`src/design/dtsd_pkg.sv`:
```
`timescale 1ns / 1ps
package dtsd_pkg;

  // Field and result widths
  localparam int OUT_W = 56;
  localparam int DAYS_W = 24;
  localparam int TOTAL_W = 32;

  // Fixed point default
  localparam int FRACTION_BITS_DEF = 32;

  // Whole days that the time of day can carry (total_ms / one day < 64)
  localparam int QBITS = 6;

  // Quotient bits resolved per divider stage
  localparam int STEPS_PER_STAGE = 4;

  // Time constants in milliseconds
  localparam logic [TOTAL_W-1:0] MS_PER_DAY = 32'd86400000;
  localparam logic [31:0] MS_PER_HOUR = 32'd3600000;
  localparam logic [25:0] MS_PER_MIN = 26'd60000;
  localparam logic [25:0] SEC_LIMIT_MS = 26'd59000;

  // Year constants
  localparam logic [13:0] EPOCH_YEAR = 14'd1900;
  localparam logic [13:0] CENTURY_2000 = 14'd2000;
  localparam logic [13:0] SHORT_YEAR_SPLIT = 14'd30;
  localparam logic [DAYS_W-1:0] LEAPS_BEFORE_EPOCH = 24'd460;
  localparam logic [DAYS_W-1:0] PHANTOM_LEAP_DAY = 24'd59;

  // floor(y / 100) == (y * 5243) >> 19 for every 14 bit y
  localparam logic [26:0] DIV100_MUL = 27'd5243;
  localparam int DIV100_SHIFT = 19;

  // Period codes
  localparam logic [1:0] AMPM_NONE = 2'd0;
  localparam logic [1:0] AMPM_AM = 2'd1;
  localparam logic [1:0] AMPM_PM = 2'd2;
  localparam logic [1:0] AMPM_RSVD = 2'd3;

  // Side data that rides along the divider pipeline
  typedef struct packed {
    logic err;
    logic has_date;
    logic [DAYS_W-1:0] days;
  } dtsd_side_t;

  // Days in a month of a common year, zero for a bad month code
  function automatic logic [4:0] month_len(input logic [3:0] m);
    logic [4:0] len;
    len = 5'd0;
    unique case (m)
      4'd1, 4'd3, 4'd5, 4'd7, 4'd8, 4'd10, 4'd12: len = 5'd31;
      4'd4, 4'd6, 4'd9, 4'd11: len = 5'd30;
      4'd2: len = 5'd28;
      default: len = 5'd0;
    endcase
    return len;
  endfunction

  // Days of a common year before the first of the month
  function automatic logic [8:0] days_before(input logic [3:0] m);
    logic [8:0] d;
    d = 9'd0;
    unique case (m)
      4'd1: d = 9'd0;
      4'd2: d = 9'd31;
      4'd3: d = 9'd59;
      4'd4: d = 9'd90;
      4'd5: d = 9'd120;
      4'd6: d = 9'd151;
      4'd7: d = 9'd181;
      4'd8: d = 9'd212;
      4'd9: d = 9'd243;
      4'd10: d = 9'd273;
      4'd11: d = 9'd304;
      4'd12: d = 9'd334;
      default: d = 9'd0;
    endcase
    return d;
  endfunction

endpackage

```
`src/design/dtsd_div_stage.sv`:
```
`timescale 1ns / 1ps
module dtsd_div_stage
  import dtsd_pkg::*;
#(
  parameter int FRACTION_BITS = FRACTION_BITS_DEF,
  parameter int FIRST = 0,
  parameter int NSTEPS = STEPS_PER_STAGE
) (
  input  logic                             clk,
  input  logic                             rst,
  input  logic                             load,
  input  logic                             v_in,
  input  dtsd_side_t                       side_in,
  input  logic [TOTAL_W-1:0]               rem_in,
  input  logic [QBITS+FRACTION_BITS-1:0]   quo_in,
  output logic                             v_out,
  output dtsd_side_t                       side_out,
  output logic [TOTAL_W-1:0]               rem_out,
  output logic [QBITS+FRACTION_BITS-1:0]   quo_out
);

  localparam int QW = QBITS + FRACTION_BITS;

  logic [TOTAL_W-1:0] rem_next;
  logic [QW-1:0]      quo_next;
  logic [TOTAL_W-1:0] dsr;
  logic               qbit;

  // Resolve NSTEPS quotient bits: whole days first, then fraction bits
  always_comb begin
    rem_next = rem_in;
    quo_next = quo_in;
    dsr = MS_PER_DAY;
    qbit = 1'b0;
    for (int i = 0; i < NSTEPS; i++) begin
      if (FIRST + i < QBITS) begin
        dsr = MS_PER_DAY << ((FIRST + i < QBITS) ? (QBITS - 1 - FIRST - i) : 0);
      end else begin
        rem_next = rem_next << 1;
        dsr = MS_PER_DAY;
      end
      qbit = (rem_next >= dsr);
      if (qbit) begin
        rem_next = rem_next - dsr;
      end
      quo_next = {quo_next[QW-2:0], qbit};
    end
  end

  // Advance the stage when downstream has room
  always_ff @(posedge clk) begin
    if (rst) begin
      v_out <= 1'b0;
    end else if (load) begin
      v_out <= v_in;
    end
  end

  always_ff @(posedge clk) begin
    if (load) begin
      side_out <= side_in;
      rem_out <= rem_next;
      quo_out <= quo_next;
    end
  end

endmodule

```
`src/design/date_time_to_serial_day_core.sv`:
```
`timescale 1ns / 1ps
// Date and time to serial day number, 1900 date system. Each transaction
// carries one parsed date and time and yields one result: days since the
// epoch plus the day fraction in unsigned fixed point with FRACTION_BITS
// fraction bits, or valid_res low with a zero value on any field error.
// The pipeline takes one transaction per cycle and holds them under stall
// without loss. It has three stages of checks, products and date
// arithmetic, a restoring divider by one day that resolves up to four
// quotient bits per stage, and the output register. Values past the 56 bit
// range saturate to all ones and stay valid.
module date_time_to_serial_day_core
  import dtsd_pkg::*;
#(
  parameter int FRACTION_BITS = FRACTION_BITS_DEF
) (
  input  logic               clk,
  input  logic               rst,
  input  logic               in_valid,
  output logic               in_stall,
  input  logic [13:0]        year,
  input  logic [3:0]         month,
  input  logic [5:0]         day,
  input  logic signed [10:0] hour,
  input  logic signed [10:0] minute,
  input  logic signed [26:0] second_ms,
  input  logic [1:0]         am_pm,
  input  logic               has_date,
  output logic               out_valid,
  input  logic               out_stall,
  output logic [OUT_W-1:0]   serial_value,
  output logic               valid_res
);

  localparam int QW = QBITS + FRACTION_BITS;
  localparam int NDIV = (QW + STEPS_PER_STAGE - 1) / STEPS_PER_STAGE;
  localparam int NS = NDIV + 4;
  localparam int INT_W = OUT_W - FRACTION_BITS;

  // Stage valids and load enables
  logic          va, vb, vc, vo;
  logic [NS-1:0] vall;
  logic [NS-1:0] go;

  // Stage A registers
  logic        a_err, a_has;
  logic [13:0] a_yw;
  logic [3:0]  a_month;
  logic [5:0]  a_day;
  logic [9:0]  a_hour, a_min;
  logic [25:0] a_sec;

  // Stage B registers
  logic              b_err, b_has;
  logic [13:0]       b_yw;
  logic [7:0]        b_c;
  logic [DAYS_W-1:0] b_ybase;
  logic [3:0]        b_month;
  logic [5:0]        b_day;
  logic [31:0]       b_phour;
  logic [25:0]       b_pmin;
  logic [25:0]       b_sec;

  // Stage C registers
  dtsd_side_t         c_side;
  logic [TOTAL_W-1:0] c_rem;

  // Divider chain
  logic               dv_c   [NDIV+1];
  dtsd_side_t         side_c [NDIV+1];
  logic [TOTAL_W-1:0] rem_c  [NDIV+1];
  logic [QW-1:0]      quo_c  [NDIV+1];

  // Stage A logic
  logic [9:0]  hu, mu;
  logic [25:0] su;
  logic        neg, min_over, sec_over, t_err;
  logic [9:0]  hour_adj;
  logic [13:0] yw;

  // Stage B logic
  logic [26:0] cmul;

  // Stage C logic
  logic              y4, y100, y400, leap;
  logic [5:0]        mlen;
  logic              d_err;
  logic [DAYS_W-1:0] lcount, days_calc;
  logic [TOTAL_W-1:0] total;

  // Output stage logic
  logic [QBITS-1:0]         q;
  logic [FRACTION_BITS-1:0] frac;
  logic [DAYS_W-1:0]        whole0, whole;
  logic [63:0]              whole_wide;
  logic                     sat;
  logic [OUT_W-1:0]         value;

  // Load enables: a stage loads when empty or when the next one loads
  always_comb begin
    vall = '0;
    vall[0] = va;
    vall[1] = vb;
    vall[2] = vc;
    for (int i = 0; i < NDIV; i++) begin
      vall[3+i] = dv_c[i+1];
    end
    vall[NS-1] = vo;
    go = '0;
    go[NS-1] = !vo || !out_stall;
    for (int s = NS - 2; s >= 0; s--) begin
      go[s] = !vall[s] || go[s+1];
    end
  end

  assign in_stall = !go[0];
  assign out_valid = vo;

  // Time checks, period rules and year widening
  always_comb begin
    hu = hour[9:0];
    mu = minute[9:0];
    su = second_ms[25:0];
    neg = hour[10] || minute[10] || second_ms[26];
    min_over = (mu > 10'd59);
    sec_over = (su > SEC_LIMIT_MS);
    t_err = neg || (min_over && sec_over) || ((hu > 10'd24) && (min_over || sec_over));
    hour_adj = hu;
    unique case (am_pm)
      AMPM_PM: begin
        if (hu < 10'd12) begin
          hour_adj = hu + 10'd12;
        end else if (hu > 10'd12) begin
          t_err = 1'b1;
        end
      end
      AMPM_AM: begin
        if (hu == 10'd12) begin
          hour_adj = 10'd0;
        end else if (hu > 10'd12) begin
          t_err = 1'b1;
        end
      end
      AMPM_NONE, AMPM_RSVD: begin
        hour_adj = hu;
      end
    endcase
    if ((year != 14'd0) && (year < SHORT_YEAR_SPLIT)) begin
      yw = year + CENTURY_2000;
    end else if ((year >= SHORT_YEAR_SPLIT) && (year < 14'd100)) begin
      yw = year + EPOCH_YEAR;
    end else begin
      yw = year;
    end
  end

  always_ff @(posedge clk) begin
    if (rst) begin
      va <= 1'b0;
    end else if (go[0]) begin
      va <= in_valid;
    end
  end

  always_ff @(posedge clk) begin
    if (go[0]) begin
      a_err <= t_err;
      a_has <= has_date;
      a_yw <= yw;
      a_month <= month;
      a_day <= day;
      a_hour <= hour_adj;
      a_min <= mu;
      a_sec <= su;
    end
  end

  // Century quotient, year base days and time products
  assign cmul = 27'(a_yw) * DIV100_MUL;

  always_ff @(posedge clk) begin
    if (rst) begin
      vb <= 1'b0;
    end else if (go[1]) begin
      vb <= va;
    end
  end

  always_ff @(posedge clk) begin
    if (go[1]) begin
      b_err <= a_err;
      b_has <= a_has;
      b_yw <= a_yw;
      b_c <= cmul[DIV100_SHIFT+7:DIV100_SHIFT];
      b_ybase <= (DAYS_W'(a_yw) - DAYS_W'(EPOCH_YEAR)) * DAYS_W'(365);
      b_month <= a_month;
      b_day <= a_day;
      b_phour <= 32'(a_hour) * MS_PER_HOUR;
      b_pmin <= 26'(a_min) * MS_PER_MIN;
      b_sec <= a_sec;
    end
  end

  // Leap rule, date checks, day count and total milliseconds
  always_comb begin
    y4 = (b_yw[1:0] == 2'd0);
    y100 = (b_yw == 14'(15'(b_c) * 15'd100));
    y400 = y100 && (b_c[1:0] == 2'd0);
    leap = (y4 && !y100) || y400;
    mlen = 6'(month_len(b_month)) + 6'((b_month == 4'd2) && leap);
    d_err = (b_yw < EPOCH_YEAR) || (b_month < 4'd1) || (b_month > 4'd12)
            || (b_day > mlen);
    // leap years in 1 .. year-1, less those up to 1899
    lcount = DAYS_W'(b_yw >> 2) - DAYS_W'(y4)
           - (DAYS_W'(b_c) - DAYS_W'(y100))
           + (DAYS_W'(b_c >> 2) - DAYS_W'(y400))
           - LEAPS_BEFORE_EPOCH;
    days_calc = b_ybase + DAYS_W'(b_day) + lcount + DAYS_W'(days_before(b_month))
              + DAYS_W'((b_month > 4'd2) && leap);
    total = TOTAL_W'(b_sec) + TOTAL_W'(b_pmin) + b_phour;
  end

  always_ff @(posedge clk) begin
    if (rst) begin
      vc <= 1'b0;
    end else if (go[2]) begin
      vc <= vb;
    end
  end

  always_ff @(posedge clk) begin
    if (go[2]) begin
      c_side.err <= b_err || (b_has && d_err);
      c_side.has_date <= b_has;
      c_side.days <= b_has ? days_calc : '0;
      c_rem <= total;
    end
  end

  assign dv_c[0] = vc;
  assign side_c[0] = c_side;
  assign rem_c[0] = c_rem;
  assign quo_c[0] = '0;

  // Divide total milliseconds by one day
  for (genvar i = 0; i < NDIV; i++) begin : g_div
    localparam int FIRST = i * STEPS_PER_STAGE;
    localparam int NST = (QW - FIRST < STEPS_PER_STAGE) ? (QW - FIRST) : STEPS_PER_STAGE;
    dtsd_div_stage #(
      .FRACTION_BITS(FRACTION_BITS),
      .FIRST(FIRST),
      .NSTEPS(NST)
    ) u_stage (
      .clk(clk),
      .rst(rst),
      .load(go[3+i]),
      .v_in(dv_c[i]),
      .side_in(side_c[i]),
      .rem_in(rem_c[i]),
      .quo_in(quo_c[i]),
      .v_out(dv_c[i+1]),
      .side_out(side_c[i+1]),
      .rem_out(rem_c[i+1]),
      .quo_out(quo_c[i+1])
    );
  end

  // Combine whole days, add the phantom leap day, saturate
  always_comb begin
    q = quo_c[NDIV][QW-1:FRACTION_BITS];
    frac = quo_c[NDIV][FRACTION_BITS-1:0];
    whole0 = side_c[NDIV].days + DAYS_W'(q);
    whole = whole0 + DAYS_W'(side_c[NDIV].has_date && (whole0 > PHANTOM_LEAP_DAY));
    whole_wide = 64'(whole);
    sat = ((whole_wide >> INT_W) != 64'd0);
    value = OUT_W'(whole_wide << FRACTION_BITS) | OUT_W'(frac);
    if (sat) begin
      value = '1;
    end
  end

  always_ff @(posedge clk) begin
    if (rst) begin
      vo <= 1'b0;
    end else if (go[NS-1]) begin
      vo <= dv_c[NDIV];
    end
  end

  always_ff @(posedge clk) begin
    if (go[NS-1]) begin
      serial_value <= side_c[NDIV].err ? '0 : value;
      valid_res <= !side_c[NDIV].err;
    end
  end

endmodule

```
`config.mk`:
```
export PLATFORM = sky130hd
export DESIGN_NAME = date_time_to_serial_day_core
export DESIGN_NICKNAME = d
export VERILOG_FILES = /design/src/design/dtsd_pkg.sv /design/src/design/dtsd_div_stage.sv /design/src/design/date_time_to_serial_day_core.sv
export SDC_FILE = /design/constraint.sdc
export NUM_CORES = 2
export LEC_CHECK = 0
export ABC_AREA = 1
export BUFFER_PORTS_ARGS = -buffer_cell sky130_fd_sc_hd__buf_2
export CAP_MARGIN = 10
export CORE_MARGIN = 4
export CORE_UTILIZATION = 50
export DETAILED_ROUTE_END_ITERATION = 7
export PLACE_DENSITY = 0.68
export SLEW_MARGIN = 40
export SYNTH_ARGS = -nofsm -noshare
export SYNTH_HDL_FRONTEND = slang
export SYNTH_SLANG_ARGS = --single-unit
```
`constraint.sdc`:
```
create_clock -name clk -period 72.8 [get_ports clk]
set_input_delay 14.56 -clock clk [delete_from_list [all_inputs] [get_ports clk]]
set_output_delay 14.56 -clock clk [all_outputs]
set_load 0.02 [all_outputs]
```
==> results by group <==
Clock network
  – Clock buffer count from CTS: approximately 110
  – Total of cells resized after clock tree synthesis: 0
  – Number of hold buffers added after cts: 0
  – Clock Tree Root: sky130_fd_sc_hd__clkbuf_16
  – Number of buffers on the longest clock path: 3
  – Number of buffers inserted to repair setup after CTS: 0
  – Depth of the CTS H-tree: 3
  – Clock network latency to the later pin of the worst-skew pair: approximately 0.75 ns
  – Clock sink count: between 1000 and 1500
  – Clock transition time at the flip-flop clock pins of the worst setup and hold paths: roughly 0.060 ns
  – Clock tree from TritonCTS: built

Timing
  – Setup repair after global routing missed its margin: false
  – Max-slew violation count: 0
  – Number of endpoints failing setup at the final stage: 0
  – Worst-case headroom to the max-slew limit: 44.9%
  – Maximum clock frequency: 28.7 MHz
  – Final period utilization: 47.8%
  – Aggregate negative setup slack: 0 ns
  – Post-route minimum period: 34.80 ns
  – Worst slew pin tran: about 0.82 ns
  – Final Hold Fails: 0
  – Clk_skew: 0.0670 ns

Die
  – Io pins: ~140
  – Initial core utilization: 50.5%
  – Num rows: around 150
  – Placeable core area: roughly 160000 sq um
  – Overall die height: between 400 and 500 um
  – Die X-Extent: about 410 um
  – Die Outline Area: about 170000 sq um

Worst setup path
  – Kind of capture point of the worst setup path: primary output
  – Worst setup startpoint: out_stall
  – Worst path bufs/invs: 16
  – Critical path start-end classification: input pin to primary output
  – Cell at the slowest stage of the critical path: sky130_fd_sc_hd__clkinv_2
  – CP Depth: 30
  – Reg2reg path depth: 50
  – Sort of element at the start of the critical path: input pin
  – Worst Setup EP: in_stall
  – RR Startpoint: b_c[2]
  – Reg2reg end: c_side[23]
  – Delay of the slowest cell on the worst path: between 0.6 and 0.7 ns
  – Critical path required time: 58.24 ns
  – R2r setup slk: about 62 ns
  – Largest delay contributor family on the critical path: simple AND/OR/NAND/NOR gates
  – Worst-path maximum fanout: 71
  – Crit path arrival time: 20.24 ns
  – Dominant cell type by count on the critical path: sky130_fd_sc_hd__nor2_1

Placement
  – Post-detailed-placement half-perimeter wirelength: between 150000 and 200000 um
  – GPL Wtd Cong: 0.949
  – Number of port buffers: about 140

Detailed routing
  – Vias/cell: 5.25
  – Post-DRT Antenna Nets: 0
  – Router iterations before antenna repair: 7
  – Routed wire per std cell: around 15 um
  – Total wire length: a little under 200000 um
  – DRC violations left: 0
  – Iteration-0 DRC Markers: just under 5000
  – Vias after detailed routing: about 67000

Synth
  – Count of flip-flops with a built-in enable after synthesis: between 900 and 1000
  – Mean area per synthesized cell: ~7.9 sq um
  – Number of distinct library cells after synthesis: 67
  – Fraction of registers with async set or reset after synthesis: 0%
  – Prevailing post-synth register cell: sky130_fd_sc_hd__edfxtp_1
  – Synth Cell Area: 81400 sq um
  – Number of instances in the synthesized netlist: between 10000 and 15000
  – Register area share after synthesis: between 30% and 40%
  – Mapped Nets: roughly 11000
  – Syn. warnings: 0
  – Flop and latch count out of synthesis: between 1000 and 1500

Job
  – Max-capacitance violation count: 0

Hold path
  – Worst min path class: flip-flop to flip-flop

Global routing
  – Number of global-route vias before repair: around 64000
  – Global Route Usage Sum: 23.0%
  – Maximum number of pins on one net before global-route repair: 77
  – GR Overflow Total: 0
  – Number of antenna violations at the first check in global routing: 1
  – First-pass GRT wire length: approximately 320000 um

Layout
  – Number of nets in the layout: ~11000
  – Fill count: about 15000
  – Fraction of final layout cells with drive strength greater than 1: under 10%
  – P&R area growth vs syn: 7.64%

Outcome
  – Status: complete, no violations
## sequential cells by signal, summed over array words and instances (netlist names), 4 cells and up, named ones only
name                    flops
g_div.u_stage.v_out        10
serial_value               56
b_yw                       14
b_phour                    25
b_pmin                     21
a_day                       6
a_min                      10
g_div.u_stage.side_out    260
c_rem                      32
c_side                     26
a_yw                       14
b_ybase                    22
a_sec                      26
b_day                       6
a_month                     4
b_c                         8
b_sec                      26
g_div.u_stage.quo_out     218
a_hour                     10
g_div.u_stage.rem_out     201
b_month                     4
## synthesized netlist by cell type, types with 9 or more instances
| cell type | count | area, sq um |
|---|---|---|
| sky130_fd_sc_hd__a211oi_1 | 12 | 90.1 |
| sky130_fd_sc_hd__a21boi_0 | 12 | 90.1 |
| sky130_fd_sc_hd__a21o_1 | 13 | 97.6 |
| sky130_fd_sc_hd__a21oi_1 | 339 | 1700 |
| sky130_fd_sc_hd__a21oi_2 | 9 | 78.8 |
| sky130_fd_sc_hd__a31oi_1 | 25 | 156 |
| sky130_fd_sc_hd__buf_2 | 36 | 180 |
| sky130_fd_sc_hd__buf_4 | 37 | 278 |
| sky130_fd_sc_hd__buf_6 | 38 | 428 |
| sky130_fd_sc_hd__clkbuf_1 | 15 | 56.3 |
| sky130_fd_sc_hd__clkinv_1 | 9 | 33.8 |
| sky130_fd_sc_hd__dfxtp_1 | 26 | 521 |
| sky130_fd_sc_hd__edfxtp_1 | 994 | 29800 |
| sky130_fd_sc_hd__fa_1 | 258 | 5160 |
| sky130_fd_sc_hd__ha_1 | 526 | 6580 |
| sky130_fd_sc_hd__inv_1 | 1409 | 5290 |
| sky130_fd_sc_hd__inv_2 | 98 | 368 |
| sky130_fd_sc_hd__nand2_1 | 3151 | 11800 |
| sky130_fd_sc_hd__nand2_2 | 102 | 638 |
| sky130_fd_sc_hd__nand2_4 | 12 | 135 |
| sky130_fd_sc_hd__nand3_1 | 833 | 4170 |
| sky130_fd_sc_hd__nand3_2 | 18 | 180 |
| sky130_fd_sc_hd__nand3b_1 | 44 | 330 |
| sky130_fd_sc_hd__nand4_1 | 218 | 1360 |
| sky130_fd_sc_hd__nor2_1 | 946 | 3550 |
| sky130_fd_sc_hd__nor2_2 | 45 | 282 |
| sky130_fd_sc_hd__nor3_1 | 93 | 465 |
| sky130_fd_sc_hd__nor4_1 | 16 | 100 |
| sky130_fd_sc_hd__o21a_1 | 18 | 135 |
| sky130_fd_sc_hd__o21ai_0 | 236 | 1180 |
| sky130_fd_sc_hd__o21ai_1 | 124 | 621 |
| sky130_fd_sc_hd__o21ai_2 | 30 | 263 |
| sky130_fd_sc_hd__o21bai_1 | 23 | 173 |
| sky130_fd_sc_hd__or2_2 | 14 | 87.6 |
| sky130_fd_sc_hd__xnor2_1 | 74 | 648 |
| sky130_fd_sc_hd__xor2_1 | 393 | 3440 |
## layout make-up
| type | instances | area, sq um | share of cell area, % |
|---|---|---|---|
| timing repair buffer | 161 | 901 | 1.03 |
| clock buffer | 122 | 2760 | 3.14 |
| antenna | 1 | 2.50 | 0.00285 |
| tap | 2160 | 2700 | 3.08 |
| multi-input combinational | 7673 | 44400 | 50.7 |
| sequential | 1020 | 30400 | 34.6 |
| inverter | 1517 | 5710 | 6.51 |
| clock inverter | 80 | 801 | 0.913 |
## worst reg2reg max path: cells and delay by family, from the launching register on
family,cells,cell delay (ns)
compound gates,19,4.08
xor+xnor,1,0.16
fa+ha+maj,11,4.02
buf+inv,7,0.49
flops,1,0.49
simple gates,12,1.07
## cells in the final DEF (no fill, tap or decap), types with 218 or more instances in the layout
master / Yosys / layout
sky130_fd_sc_hd__nand2_1: 3151 / 3148
sky130_fd_sc_hd__inv_1: 1409 / 1397
sky130_fd_sc_hd__edfxtp_1: 994 / 994
sky130_fd_sc_hd__nor2_1: 946 / 945
sky130_fd_sc_hd__nand3_1: 833 / 833
sky130_fd_sc_hd__ha_1: 526 / 526
sky130_fd_sc_hd__xor2_1: 393 / 393
sky130_fd_sc_hd__a21oi_1: 339 / 339
sky130_fd_sc_hd__fa_1: 258 / 258
sky130_fd_sc_hd__o21ai_0: 236 / 235
sky130_fd_sc_hd__nand4_1: 218 / 218
## worst min path at each step
| stage | startpoint | end | slack, ns | cells past startpoint |
|---|---|---|---|---|
| finish | c_side[20] | g_div[0].u_stage.side_out[20] | 0.36 | 0 |
| global route | g_div[0].u_stage.side_out[22] | g_div[1].u_stage.side_out[22] | 0.38 | 0 |
| CTS | c_side[20] | g_div[0].u_stage.side_out[20] | 0.35 | 0 |
| detailed placement | a_sec[16] | b_sec[16] | 0.40 | 0 |
| global placement | g_div[0].u_stage.quo_out[0] | g_div[1].u_stage.quo_out[4] | 0.40 | 0 |
| floorplan | a_day[0] | b_day[0] | 0.40 | 0 |
## kinds of logic after synthesis
family	after synthesis	share of synthesized area (%)
compound gates	879	6.02
buf+inv	1646	8.19
fa+ha+maj	784	14.4
simple gates	5540	29.0
flops	1020	37.3
xor+xnor	470	5.08
## routing by layer
metal	GRT usage [%]	routed length, um	up-vias
li1	-	-	33979
met3	2.14	8820	272
met5	0	0	-
met1	31.8	90600	31035
met4	5.74	4570	0
met2	39.1	92200	1589
## stage by stage
step	cell area, sq um	hold slack, ns	utilization [%]	worst slack [ns]	instances
global route	87700	0.379	54.3	37.40	12733
global placement	84000	0.401	52.1	37.57	12530
CTS	87600	0.352	54.3	37.87	12733
finish	87700	0.360	54.3	38.00	12734
detailed placement	84100	0.405	52.1	37.90	12531
floorplan	81400	0.400	-	23.78	10339
Power is not shown: default switching activity piles up to over one toggle a cycle in this logic, so the estimate is an artifact.
